[src/rtl/ckcb_pkg.sv]
`default_nettype none

package ckcb_pkg;

    // Framebuffer line pitch in bytes.
    localparam int LINE_PITCH = 1024;

    // Field widths.
    localparam int PIXEL_W = 8;
    localparam int GEOM_W  = 13;
    localparam int COUNT_W = 12;
    localparam int POS_W   = GEOM_W + 1;
    localparam int ADDR_W  = 25;
    localparam int CFG_IDX_W = 3;
    localparam int CFG_DATA_W = 13;

    // Register indexes.
    localparam logic [CFG_IDX_W-1:0] REG_OUTPUT_ENABLE = 3'd0;
    localparam logic [CFG_IDX_W-1:0] REG_SCREEN_WIDTH  = 3'd1;
    localparam logic [CFG_IDX_W-1:0] REG_SCREEN_HEIGHT = 3'd2;
    localparam logic [CFG_IDX_W-1:0] REG_DEST_X        = 3'd3;
    localparam logic [CFG_IDX_W-1:0] REG_DEST_Y        = 3'd4;
    localparam logic [CFG_IDX_W-1:0] REG_BLIT_WIDTH    = 3'd5;
    localparam logic [CFG_IDX_W-1:0] REG_BLIT_HEIGHT   = 3'd6;
    localparam logic [CFG_IDX_W-1:0] REG_COLOR_KEY     = 3'd7;

    // Reset values of the registers.
    localparam logic [GEOM_W-1:0] RST_SCREEN_WIDTH  = 13'd640;
    localparam logic [GEOM_W-1:0] RST_SCREEN_HEIGHT = 13'd480;
    localparam logic [GEOM_W-1:0] RST_BLIT_WIDTH    = 13'd1;
    localparam logic [GEOM_W-1:0] RST_BLIT_HEIGHT   = 13'd1;

    // Register file contents as seen by the datapath.
    typedef struct packed {
        logic                      output_enable;
        logic [GEOM_W-1:0]         screen_width;
        logic [GEOM_W-1:0]         screen_height;
        logic signed [GEOM_W-1:0]  dest_x;
        logic signed [GEOM_W-1:0]  dest_y;
        logic [GEOM_W-1:0]         blit_width;
        logic [GEOM_W-1:0]         blit_height;
        logic [PIXEL_W-1:0]        color_key;
    } cfg_t;

endpackage

`default_nettype wire

[src/rtl/ckcb_config.sv]
`default_nettype none

module ckcb_config (
    input  wire logic                              clk,
    input  wire logic                              rst_n,
    input  wire logic                              cfg_en,
    input  wire logic [ckcb_pkg::CFG_IDX_W-1:0]    cfg_index,
    input  wire logic [ckcb_pkg::CFG_DATA_W-1:0]   cfg_data,
    output ckcb_pkg::cfg_t                         cfg,
    output logic                                   geom_clear
);

    ckcb_pkg::cfg_t cfg_reg;
    ckcb_pkg::cfg_t cfg_next;

    // Decode a register write.
    always_comb
    begin
        cfg_next   = cfg_reg;
        geom_clear = 1'b0;
        if (cfg_en)
        begin
            unique case (cfg_index)
                ckcb_pkg::REG_OUTPUT_ENABLE: cfg_next.output_enable = cfg_data[0];
                ckcb_pkg::REG_SCREEN_WIDTH:  cfg_next.screen_width  = cfg_data;
                ckcb_pkg::REG_SCREEN_HEIGHT: cfg_next.screen_height = cfg_data;
                ckcb_pkg::REG_DEST_X:
                begin
                    cfg_next.dest_x = cfg_data;
                    geom_clear      = 1'b1;
                end
                ckcb_pkg::REG_DEST_Y:
                begin
                    cfg_next.dest_y = cfg_data;
                    geom_clear      = 1'b1;
                end
                ckcb_pkg::REG_BLIT_WIDTH:
                begin
                    cfg_next.blit_width = cfg_data;
                    geom_clear          = 1'b1;
                end
                ckcb_pkg::REG_BLIT_HEIGHT:
                begin
                    cfg_next.blit_height = cfg_data;
                    geom_clear           = 1'b1;
                end
                ckcb_pkg::REG_COLOR_KEY: cfg_next.color_key = cfg_data[ckcb_pkg::PIXEL_W-1:0];
                default: ;
            endcase
        end
    end

    // Register storage.
    always_ff @(posedge clk or negedge rst_n)
    begin
        if (!rst_n)
        begin
            cfg_reg.output_enable <= 1'b0;
            cfg_reg.screen_width  <= ckcb_pkg::RST_SCREEN_WIDTH;
            cfg_reg.screen_height <= ckcb_pkg::RST_SCREEN_HEIGHT;
            cfg_reg.dest_x        <= '0;
            cfg_reg.dest_y        <= '0;
            cfg_reg.blit_width    <= ckcb_pkg::RST_BLIT_WIDTH;
            cfg_reg.blit_height   <= ckcb_pkg::RST_BLIT_HEIGHT;
            cfg_reg.color_key     <= '0;
        end
        else
        begin
            cfg_reg <= cfg_next;
        end
    end

    assign cfg = cfg_reg;

endmodule

`default_nettype wire

[src/rtl/ckcb_raster.sv]
`default_nettype none

module ckcb_raster (
    input  wire logic                                clk,
    input  wire logic                                rst_n,
    input  wire ckcb_pkg::cfg_t                      cfg,
    input  wire logic                                geom_clear,
    input  wire logic                                advance,
    output logic signed [ckcb_pkg::POS_W-1:0]        screen_x,
    output logic signed [ckcb_pkg::POS_W-1:0]        screen_y
);

    logic [ckcb_pkg::COUNT_W-1:0] column_reg;
    logic [ckcb_pkg::COUNT_W-1:0] column_next;
    logic [ckcb_pkg::COUNT_W-1:0] row_reg;
    logic [ckcb_pkg::COUNT_W-1:0] row_next;
    logic [ckcb_pkg::COUNT_W:0]   column_inc;
    logic [ckcb_pkg::COUNT_W:0]   row_inc;
    logic                         column_wrap;
    logic                         row_wrap;

    // Step the counters: wrap at the sprite size or at 12-bit roll-over.
    always_comb
    begin
        column_inc  = {1'b0, column_reg} + 1'b1;
        row_inc     = {1'b0, row_reg} + 1'b1;
        column_wrap = (column_inc >= cfg.blit_width) || column_inc[ckcb_pkg::COUNT_W];
        row_wrap    = (row_inc >= cfg.blit_height) || row_inc[ckcb_pkg::COUNT_W];
        column_next = column_reg;
        row_next    = row_reg;
        if (geom_clear)
        begin
            column_next = '0;
            row_next    = '0;
        end
        else if (advance)
        begin
            column_next = column_wrap ? '0 : column_inc[ckcb_pkg::COUNT_W-1:0];
            if (column_wrap)
            begin
                row_next = row_wrap ? '0 : row_inc[ckcb_pkg::COUNT_W-1:0];
            end
        end
    end

    always_ff @(posedge clk or negedge rst_n)
    begin
        if (!rst_n)
        begin
            column_reg <= '0;
            row_reg    <= '0;
        end
        else
        begin
            column_reg <= column_next;
            row_reg    <= row_next;
        end
    end

    // Screen position of the current pixel.
    assign screen_x = {cfg.dest_x[ckcb_pkg::GEOM_W-1], cfg.dest_x}
                    + $signed({2'b00, column_reg});
    assign screen_y = {cfg.dest_y[ckcb_pkg::GEOM_W-1], cfg.dest_y}
                    + $signed({2'b00, row_reg});

endmodule

`default_nettype wire

[src/rtl/ckcb_clip.sv]
`default_nettype none

module ckcb_clip (
    input  wire ckcb_pkg::cfg_t                       cfg,
    input  wire logic [ckcb_pkg::PIXEL_W-1:0]         pixel,
    input  wire logic signed [ckcb_pkg::POS_W-1:0]    screen_x,
    input  wire logic signed [ckcb_pkg::POS_W-1:0]    screen_y,
    output logic                                      keep,
    output logic [ckcb_pkg::ADDR_W-1:0]               address
);

    logic        visible;
    logic [27:0] address_full;

    // Clip against the screen, drop the transparent colour and honour the output enable.
    always_comb
    begin
        visible = !screen_x[ckcb_pkg::POS_W-1] && !screen_y[ckcb_pkg::POS_W-1]
               && (screen_x[ckcb_pkg::GEOM_W-1:0] < cfg.screen_width)
               && (screen_y[ckcb_pkg::GEOM_W-1:0] < cfg.screen_height);
        keep    = cfg.output_enable && visible && (pixel != cfg.color_key);
    end

    // Linear framebuffer offset, taken modulo the address width.
    assign address_full = 28'(screen_y[ckcb_pkg::GEOM_W-1:0]) * 28'(ckcb_pkg::LINE_PITCH)
                        + 28'(screen_x[ckcb_pkg::GEOM_W-1:0]);
    assign address = address_full[ckcb_pkg::ADDR_W-1:0];

endmodule

`default_nettype wire

[src/rtl/color_keyed_clipped_blit.sv]
// Channel   Direction  Handshake             Payload
// in        sink       in_valid / in_stall   pixel
// out       source     out_valid / out_stall write_address, write_data
// cfg       sink       cfg_en                cfg_index, cfg_data
//
// One pixel is taken per clock while in_stall is low; its request is registered in both stages.
// The pipe has two stages: input register, then result register.
// Clipped or keyed-out pixels leave no request but still step the raster counters.
// An asynchronous reset sets the config registers and clears the counters and both valid flags.
// A stall at the output fills the result register, then the input register,
// and only then raises in_stall.
`default_nettype none

module color_keyed_clipped_blit (
    input  wire logic                              clk,
    input  wire logic                              rst_n,
    input  wire logic                              in_valid,
    output logic                                   in_stall,
    input  wire logic [ckcb_pkg::PIXEL_W-1:0]      pixel,
    output logic                                   out_valid,
    input  wire logic                              out_stall,
    output logic [ckcb_pkg::ADDR_W-1:0]            write_address,
    output logic [ckcb_pkg::PIXEL_W-1:0]           write_data,
    input  wire logic                              cfg_en,
    input  wire logic [ckcb_pkg::CFG_IDX_W-1:0]    cfg_index,
    input  wire logic [ckcb_pkg::CFG_DATA_W-1:0]   cfg_data
);

    ckcb_pkg::cfg_t                      cfg;
    logic                                geom_clear;
    logic                                accept;
    logic                                out_free;
    logic signed [ckcb_pkg::POS_W-1:0]   screen_x;
    logic signed [ckcb_pkg::POS_W-1:0]   screen_y;
    logic                                s1_valid_reg;
    logic                                s1_valid_next;
    logic [ckcb_pkg::PIXEL_W-1:0]        s1_pixel_reg;
    logic signed [ckcb_pkg::POS_W-1:0]   s1_x_reg;
    logic signed [ckcb_pkg::POS_W-1:0]   s1_y_reg;
    logic                                keep;
    logic [ckcb_pkg::ADDR_W-1:0]         address;
    logic                                out_valid_reg;
    logic [ckcb_pkg::ADDR_W-1:0]         out_address_reg;
    logic [ckcb_pkg::PIXEL_W-1:0]        out_data_reg;

    ckcb_config u_config (
        .clk        (clk),
        .rst_n      (rst_n),
        .cfg_en     (cfg_en),
        .cfg_index  (cfg_index),
        .cfg_data   (cfg_data),
        .cfg        (cfg),
        .geom_clear (geom_clear)
    );

    ckcb_raster u_raster (
        .clk        (clk),
        .rst_n      (rst_n),
        .cfg        (cfg),
        .geom_clear (geom_clear),
        .advance    (accept),
        .screen_x   (screen_x),
        .screen_y   (screen_y)
    );

    ckcb_clip u_clip (
        .cfg      (cfg),
        .pixel    (s1_pixel_reg),
        .screen_x (s1_x_reg),
        .screen_y (s1_y_reg),
        .keep     (keep),
        .address  (address)
    );

    // Flow control: the result register frees when empty or taken.
    assign out_free = !out_valid_reg || !out_stall;
    assign in_stall = s1_valid_reg && !out_free;
    assign accept   = in_valid && !in_stall;

    always_comb
    begin
        s1_valid_next = s1_valid_reg;
        if (accept)
        begin
            s1_valid_next = 1'b1;
        end
        else if (out_free)
        begin
            s1_valid_next = 1'b0;
        end
    end

    // Input stage control.
    always_ff @(posedge clk or negedge rst_n)
    begin
        if (!rst_n)
        begin
            s1_valid_reg <= 1'b0;
        end
        else
        begin
            s1_valid_reg <= s1_valid_next;
        end
    end

    // Input stage payload: pixel and its screen position.
    always_ff @(posedge clk)
    begin
        if (accept)
        begin
            s1_pixel_reg <= pixel;
            s1_x_reg     <= screen_x;
            s1_y_reg     <= screen_y;
        end
    end

    // Result register control.
    always_ff @(posedge clk or negedge rst_n)
    begin
        if (!rst_n)
        begin
            out_valid_reg <= 1'b0;
        end
        else if (out_free)
        begin
            out_valid_reg <= s1_valid_reg && keep;
        end
    end

    // Result register payload.
    always_ff @(posedge clk)
    begin
        if (out_free && s1_valid_reg)
        begin
            out_address_reg <= address;
            out_data_reg    <= s1_pixel_reg;
        end
    end

    assign out_valid     = out_valid_reg;
    assign write_address = out_address_reg;
    assign write_data    = out_data_reg;

    // The input stage only stalls while it holds a pixel.
    a_stall_needs_item: assert property (@(posedge clk) disable iff (!rst_n)
        in_stall |-> s1_valid_reg)
        else $error("input stalled with an empty input stage");

    // A kept pixel that moves on always becomes a request.
    a_keep_reaches_out: assert property (@(posedge clk) disable iff (!rst_n)
        s1_valid_reg && out_free && keep |=> out_valid_reg)
        else $error("kept pixel lost between stages");

    // A pixel held back by a stall stays in the input stage.
    a_s1_holds: assert property (@(posedge clk) disable iff (!rst_n)
        s1_valid_reg && !out_free |=> s1_valid_reg && $stable(s1_pixel_reg))
        else $error("input stage dropped a stalled pixel");

endmodule

`default_nettype wire

[config.mk]
export PLATFORM = sky130hd
export DESIGN_NAME = color_keyed_clipped_blit
export DESIGN_NICKNAME = d
export VERILOG_FILES = /design/src/rtl/ckcb_pkg.sv /design/src/rtl/ckcb_config.sv /design/src/rtl/ckcb_raster.sv /design/src/rtl/ckcb_clip.sv /design/src/rtl/color_keyed_clipped_blit.sv
export SDC_FILE = /design/constraint.sdc
export NUM_CORES = 1
export LEC_CHECK = 0
export ABC_AREA = 0
export BUFFER_PORTS_ARGS = -buffer_cell sky130_fd_sc_hd__buf_2
export CORE_ASPECT_RATIO = 0.5
export CORE_MARGIN = 2
export CORE_UTILIZATION = 55
export CTS_CLUSTER_DIAMETER = 200
export DETAILED_ROUTE_END_ITERATION = 10
export GPL_TIMING_DRIVEN = 1
export HOLD_SLACK_MARGIN = 0.06
export PLACE_DENSITY = 0.71
export SLEW_MARGIN = 25
export SYNTH_ARGS = -nofsm -noshare
export SYNTH_HDL_FRONTEND = slang
export SYNTH_SLANG_ARGS = --single-unit
[constraint.sdc]
create_clock -name clk -period 4.1 [get_ports clk]
set_clock_uncertainty 0.05 [all_clocks]
set_input_delay 0 -clock clk [delete_from_list [all_inputs] [get_ports clk]]
set_output_delay 0 -clock clk [all_outputs]
set_load 0.01 [all_outputs]
==> impl_metrics.toml, run 1 <==
[clocking]
clock_sinks = 181
post_cts_buffers = 0
cts_max_level = 4
root_buffer = "clkbuf_16"
cts_resized = 0
cts_buffer_depth = 2
numCtsBuffers = 17
cts_hold_buf = 26
cts_tree = "yes"
insertion_delay_ps = 440
clk_pin_slew_worst_paths_ps = 80

[yosys]
synthTopCellsByArea = "dfrtp_1, edfxtp_1, ha_1, mux2_2, xnor2_1"
synth_nets = 945
ys_top_cells_by_count = "dfrtp_1, ha_1, inv_1, edfxtp_1, nand2_1"
async_flop_share_pct = 62.4
yosys.area.top_type_share_pct = 27.3
synth.distinct_cells = 64
syn_inst = 833
synth_flop_cell = "dfrtp_1"
netlist_area_um2 = 9630
synth_most_common_cell = "dfrtp_1"
synth_area_per_cell_um2 = 11.6
yosysTopAreaCell = "dfrtp_1"
ys_ff_latch = 181
synth_edf_count = 68
yosysSeqAreaShare_pct = 50.7
synth_warnings = 0

[grt]
globalRoute.totalOverflow = 0
grt_start_max_net_pins = 59
grt_pass1_wl_um = 34700
grt_pass1_vias = 6488
track_usage_pct = 24.5
antenna_found_initial = 4

[timing]
rsz0062_at_grt = "false"
finalCritPeriodShare_pct = 85.5
hold_viol = 0
worst_pin_slew_ps = 838
max_freq_mhz = 285
tns_ps = 0
slew_violations = 0
finalCriticalPeriod_ps = 3510
finalSetupViolCount = 0
slew_headroom_pct = 43.9
hold_slack_ps = 116

[routing]
drc = 0
dr_total_vias = 6486
drt_pass1_iterations = 5
wl_per_cell_um = 18.1
ant_nets = 0
drt_wl_total_um = 21200
drtIter0Drc = 403
via_per_inst = 5.52

[place]
place.port_buffers = 62
gp_congestion = 0.875
dp_hpwl_um = 15300
dpl_cell_area_um2 = 10200

[critical_path]
cp.required_ps = 4430
critPathMaxFanout = 15
setup.worst_path.class = "flip-flop to flip-flop"
worstSetupStartpointType = "flip-flop"
cp_data_arrival_time_ps = 3830
reg2reg_depth = 12
endpoint_kind = "flip-flop"

[cells_and_area]
syn_to_final_growth_pct = 14.9
stdcell_area_um2 = 11100
fin_util_pct = 64.1
fillers = 1351
largest_reg_flops = 87
fin_nets = 1039
drive_above_1_share_pct = 20.5

[floorplanning]
fp.dieW_um = 191
io_pins = 64
fp.coreArea_um2 = 17300
initial_core_util_pct = 55.7
num_rows = 34
die_area_um2 = 18600
die_y_um = 97.6

[hold_path]
hold_path.class = "input port to asynchronous set/reset pin"

[power]
power_frac_comb_pct = 26.6
clkPwrFrac_pct = 28.4
p_sw_share_pct = 32.8
p_int_w = 0.00388
seqPwrFrac_pct = 45.0
vdd_drop_max_v = 0.000279
power.density_nw_per_um2 = 522
leakage_nw = 4.93
switching_power_w = 0.00189

[status]
status = "finished clean"

[flow_run]
cap_viol_max_count = 0
[cells by family (layout without fill, tap and decap cells)]
kind of cell | Yosys count | in the layout | share of synthesized area, %
buffers and inverters | 92 | 199 | 3.89
other | 1 | 2 | 0.0390
AO/OA/AOI/OAI | 149 | 149 | 10.3
AND/OR/NAND/NOR | 203 | 203 | 11.1
adder cells (fa/ha/maj) | 83 | 83 | 11.0
multiplexers | 68 | 68 | 7.88
flip-flops | 181 | 181 | 50.7
XOR/XNOR | 56 | 56 | 5.09
[metal layers]
metal	GRT usage, %	up-vias	wire length [um]
li1	-	3167	-
met1	37.6	3124	10600
met2	35.8	175	8920
met4	6.57	0	244
met3	4.26	20	1460
met5	0	-	0
[power by group through the flow]
| stage | clock [W] | combinational [W] | sequential (W) |
|---|---|---|---|
| 2_1_floorplan | 0 | 0.00109 | 0.00257 |
| 3_3_place_gp | 0 | 0.00145 | 0.00261 |
| 3_5_place_dp | 0 | 0.00151 | 0.00263 |
| 4_1_cts | 0.00167 | 0.00154 | 0.00259 |
| 5_1_grt | 0.00175 | 0.00176 | 0.00265 |
| 6_report | 0.00164 | 0.00153 | 0.00260 |
[stage by stage]
stage                     instances  total power (W)  setup slack, ps
after floorplan                 833          0.00366             1150
after global routing           1174          0.00615              312
after CTS                      1174          0.00579              632
after global placement         1116          0.00405              742
after detailed placement       1116          0.00414              642
final                          1175          0.00577              595
[critical path: stages (launching register included)]
cell and delay (ps):
dfrtp_1 440, ha_1 300, nand4_1 140, nor2_1 280, nand3_1 180, xnor2_1 160
ha_1 300, a21o_1 180, a21o_1 170, a211o_1 330, a211oi_4 500, and2_4 270
a31o_1 140
[layout make-up]
class	instances	area, um^2	area share (%)
flip-flops and latches	181	4880	44.1
multi-input cells	560	4390	39.6
repair buffers	94	618	5.59
clock buffers	17	425	3.85
well taps	234	293	2.65
inverters	73	274	2.48
clock inverters	15	185	1.67
diodes	1	2.50	0.0226
[layout by cell type (no fill, tap or decap), types with 6 or more instances in the layout]
master and instances:
o21ai_0 46, a21o_1 15, or2_2 6, xor2_1 19, nor2_1 23, ha_1 80
nand4_1 13, nand2b_1 10, xnor2_1 37, and3_1 8, nand2_1 65, edfxtp_1 68
a21oi_1 27, a211oi_1 6, mux2_2 62, clkbuf_16 17, buf_2 61, dfstp_2 8
mux2i_1 6, dfrtp_1 105, and2_1 7, nor2b_1 10, dlygate4sd3_1 26, nand3_1 31
nor3_1 8, o211ai_1 9, inv_1 73, buf_4 7, clkinv_8 6
[final timing paths]
| kind | start | to | slack (ps) |
|---|---|---|---|
| max | u_raster.row_reg[0]$_DFFE_PN0P_ | u_raster.row_reg[9]$_DFFE_PN0P_ | 590 |
| min reg2reg | s1_x_reg[0]$_DFFE_PP_ | write_address[0]$_DFFE_PP_ | 430 |
| min in group clk | cfg_index[1] | u_config.cfg[86]$_DFFE_PN0P_ | 120 |
| max reg2reg | u_raster.row_reg[0]$_DFFE_PN0P_ | u_raster.row_reg[9]$_DFFE_PN0P_ | 590 |
| max in group asynchronous | rst_n | u_config.cfg[68]$_DFFE_PN1P_ | 2940 |
| min | rst_n | u_raster.column_reg[7]$_DFFE_PN0P_ | 120 |
No activity file was read; power rests on OpenSTA's default activity.
==> inputs of run 2 (changes only) <==
--- a/config.mk
+++ b/config.mk
@@ -5,10 +5,9 @@
 export SDC_FILE = /design/constraint.sdc
 export NUM_CORES = 1
 export LEC_CHECK = 0
-export ABC_AREA = 0
+export ABC_AREA = 1
 export BUFFER_PORTS_ARGS = -buffer_cell sky130_fd_sc_hd__buf_2
 export CORE_ASPECT_RATIO = 0.5
-export CORE_MARGIN = 2
 export CORE_UTILIZATION = 55
 export CTS_CLUSTER_DIAMETER = 200
 export DETAILED_ROUTE_END_ITERATION = 10
==> constraint.sdc (replaced) <==
create_clock -name clk -period 4.36 [get_ports clk]
set_clock_uncertainty 0.05 [all_clocks]
set_input_delay 0 -clock clk [delete_from_list [all_inputs] [get_ports clk]]
set_output_delay 0 -clock clk [all_outputs]
set_load 0.01 [all_outputs]
==> run 2 against run 1 <==
Synthesized area is 1.6% higher. Clock power fell by 9.8%. Synthesized cell count rose by 30%. Flip-flop and latch count stayed put. Worst setup slack improved by 730 ps.
==> impl_metrics.toml, run 2 <==
[status]
status = "finished clean"

[clocking]
post_cts_buffers = 0
cts_tree = "yes"
cts_buffer_depth = 2
insertion_delay_ps = 430
root_buffer = "clkbuf_16"
cts_max_level = 4
clock_sinks = 181
numCtsBuffers = 17
clk_pin_slew_worst_paths_ps = 80

[cells_and_area]
drive_above_1_share_pct = 11.2
fin_nets = 1282
fillers = 1424
final_cell_mix = "nand2_1, inv_1, dfrtp_1, o21ai_0, ha_1"
largest_reg_flops = 87
finalNonFillerCells = 1417
syn_to_final_growth_pct = 13.4
final_common_cell = "nand2_1"
multi_input_area_um2 = 4220
ff_latch_area_um2 = 4880
antenna_cells = 0

[routing]
ant_nets = 0
dr_total_vias = 7498
drt_wl_total_um = 23100
via_per_inst = 5.29
drtIter0Drc = 545
drt_pass1_iterations = 5
drc = 0
wl_per_cell_um = 16.3

[critical_path]
critPathBufInv = 2
path_common_cell = "nand2_1"
setup.worst_path.class = "flip-flop to flip-flop"
endpoint_kind = "flip-flop"
path_delay_family = "simple AND/OR/NAND/NOR gates"
path_cells = "nand3_1 > nor2_1 > nand2_1 > nor2_1 > xnor2_1 > inv_1 > ha_1 > nand2_1 > inv_1 > a21oi_1 > nand2_1 > nor2_1 > nand2_1 > nand2_1 > nand2_4 > nand2_4 > nand2_1 > nand2_1"
critPathMaxFanout = 21
worstSetupStartpointType = "flip-flop"
cp.required_ps = 4680
cp_data_arrival_time_ps = 3350
crit_path_max_incr_delay_ps = 500
crit_slowest_cell = "dfrtp_1"

[yosys]
synthTopCellsByArea = "dfrtp_1, edfxtp_1, ha_1, nand2_1, inv_1"
synth_nets = 1196
yosysSeqAreaShare_pct = 49.9
yosysTopAreaCell = "dfrtp_1"
synth_warnings = 0
ys_top_cells_by_count = "nand2_1, inv_1, dfrtp_1, o21ai_0, ha_1"
synth.distinct_cells = 41
syn_inst = 1084
async_flop_share_pct = 62.4
synth_most_common_cell = "nand2_1"
netlist_area_um2 = 9780
synth_area_per_cell_um2 = 9.03
yosys.area.top_type_share_pct = 26.9
synth_flop_cell = "dfrtp_1"
synth_edf_count = 68
ys_ff_latch = 181

[floorplanning]
num_rows = 34
fp.coreArea_um2 = 17400
fp.dieW_um = 191
io_pins = 64
die_area_um2 = 18400
initial_core_util_pct = 56.2
die_y_um = 96.3

[timing]
finalCriticalPeriod_ps = 3030
slew_headroom_pct = 34.6
finalCritPeriodShare_pct = 69.5
max_freq_mhz = 330
finalSetupViolCount = 0
worst_pin_slew_ps = 977
rsz0062_at_grt = "false"
slew_violations = 0
tns_ps = 0
hold_viol = 0

[place]
place.port_buffers = 62
gp_congestion = 0.901
dp_hpwl_um = 16200
placedCellCount = 1362

[power]
power.density_nw_per_um2 = 463
vdd_drop_max_v = 0.000275
leakage_nw = 5.43

[grt]
globalRoute.totalOverflow = 0
grt_pass1_wl_um = 36500
grt_start_max_net_pins = 61
antenna_found_initial = 1
grt_pass1_vias = 7043
track_usage_pct = 26.5

[flow_run]
cap_viol_max_count = 0

[hold_path]
hold_path.class = "input port to flip-flop"
[run 2: cell families after synthesis]
| family | count (synthesis) | synth area share [%] |
|---|---|---|
| other cells | 1 | 0.0383 |
| xor+xnor | 52 | 4.65 |
| compound gates | 165 | 8.84 |
| simple gates | 428 | 18.7 |
| flops | 181 | 49.9 |
| fa+ha+maj | 83 | 10.8 |
| buf+inv | 174 | 7.02 |
[run 2: metal layers]
| metal | GRT usage, % | vias up | wire length (um) |
|---|---|---|---|
| li1 | - | 3717 | - |
| met1 | 40.0 | 3545 | 11800 |
| met2 | 40.2 | 220 | 9650 |
| met3 | 4.27 | 16 | 1450 |
| met4 | 5.67 | 0 | 175 |
| met5 | 0 | - | 0 |
[run 2: worst register-to-register path, stage by stage (launching register included)]
cell,delay [ps]
dfrtp_1,500
nand3_1,150
nor2_1,200
nand2_1,110
nor2_1,170
xnor2_1,190
inv_1,80
ha_1,270
nand2_1,100
inv_1,50
a21oi_1,130
nand2_1,60
nor2_1,80
nand2_1,60
nand2_1,110
nand2_4,200
nand2_4,260
nand2_1,120
nand2_1,80
[run 2: cell type report]
type,instances,share of cell area [%]
Clock buffer,19,3.90
Clock inverter,13,1.23
Inverter,153,5.17
Sequential cell,181,44.0
Timing Repair Buffer,88,5.10
Multi-Input combinational cell,729,38.0
Tap cell,234,2.64
[run 2: report_power, final]
part | total, W | internal [W] | switching (W) | leakage [nW]
Combinational | 0.00130 | 0.000515 | 0.000790 | 3.06
Clock | 0.00148 | 0.000762 | 0.000722 | 0.272
Sequential | 0.00235 | 0.00214 | 0.000213 | 2.10
[run 2: what timing repair did]
action | in CTS | in global routing
gates resized for setup | 0 | 0
hold endpoints to repair | 108 | 0
hold buffers | 23 | 0
[run 2: worst paths after layout]
path	startpoint	to	slack (ps)	cells after the start
worst max-delay path	u_raster.column_reg[0]$_DFFE_PN0P_	u_raster.row_reg[1]$_DFFE_PN0P_	1330	18
worst min-delay path	cfg_data[5]	u_config.cfg[52]$_DFFE_PN0P_	80	3
worst max register to register	u_raster.column_reg[0]$_DFFE_PN0P_	u_raster.row_reg[1]$_DFFE_PN0P_	1330	18
worst min register to register	s1_x_reg[0]$_DFFE_PP_	write_address[0]$_DFFE_PP_	430	0
max in group asynchronous	rst_n	u_config.cfg[83]$_DFFE_PN0P_	2830	3
min in group asynchronous	rst_n	u_config.cfg[69]$_DFFE_PN0P_	170	2
[run 2: metrics by stage]
| step | power [W] | util (%) | instance area, um^2 | hold slack [ps] | setup slack (ps) |
|---|---|---|---|---|---|
| after CTS | 0.00515 | 63.8 | 11100 | 85.6 | 1360 |
| final | 0.00514 | 63.8 | 11100 | 75.1 | 1330 |
| after global routing | 0.00547 | 63.8 | 11100 | 80.5 | 895 |
| after floorplan | 0.00324 | - | 9780 | -346 | 1970 |
| after global placement | 0.00359 | 59.2 | 10300 | 95.6 | 1530 |
| after detailed placement | 0.00365 | 59.2 | 10300 | 103 | 1420 |
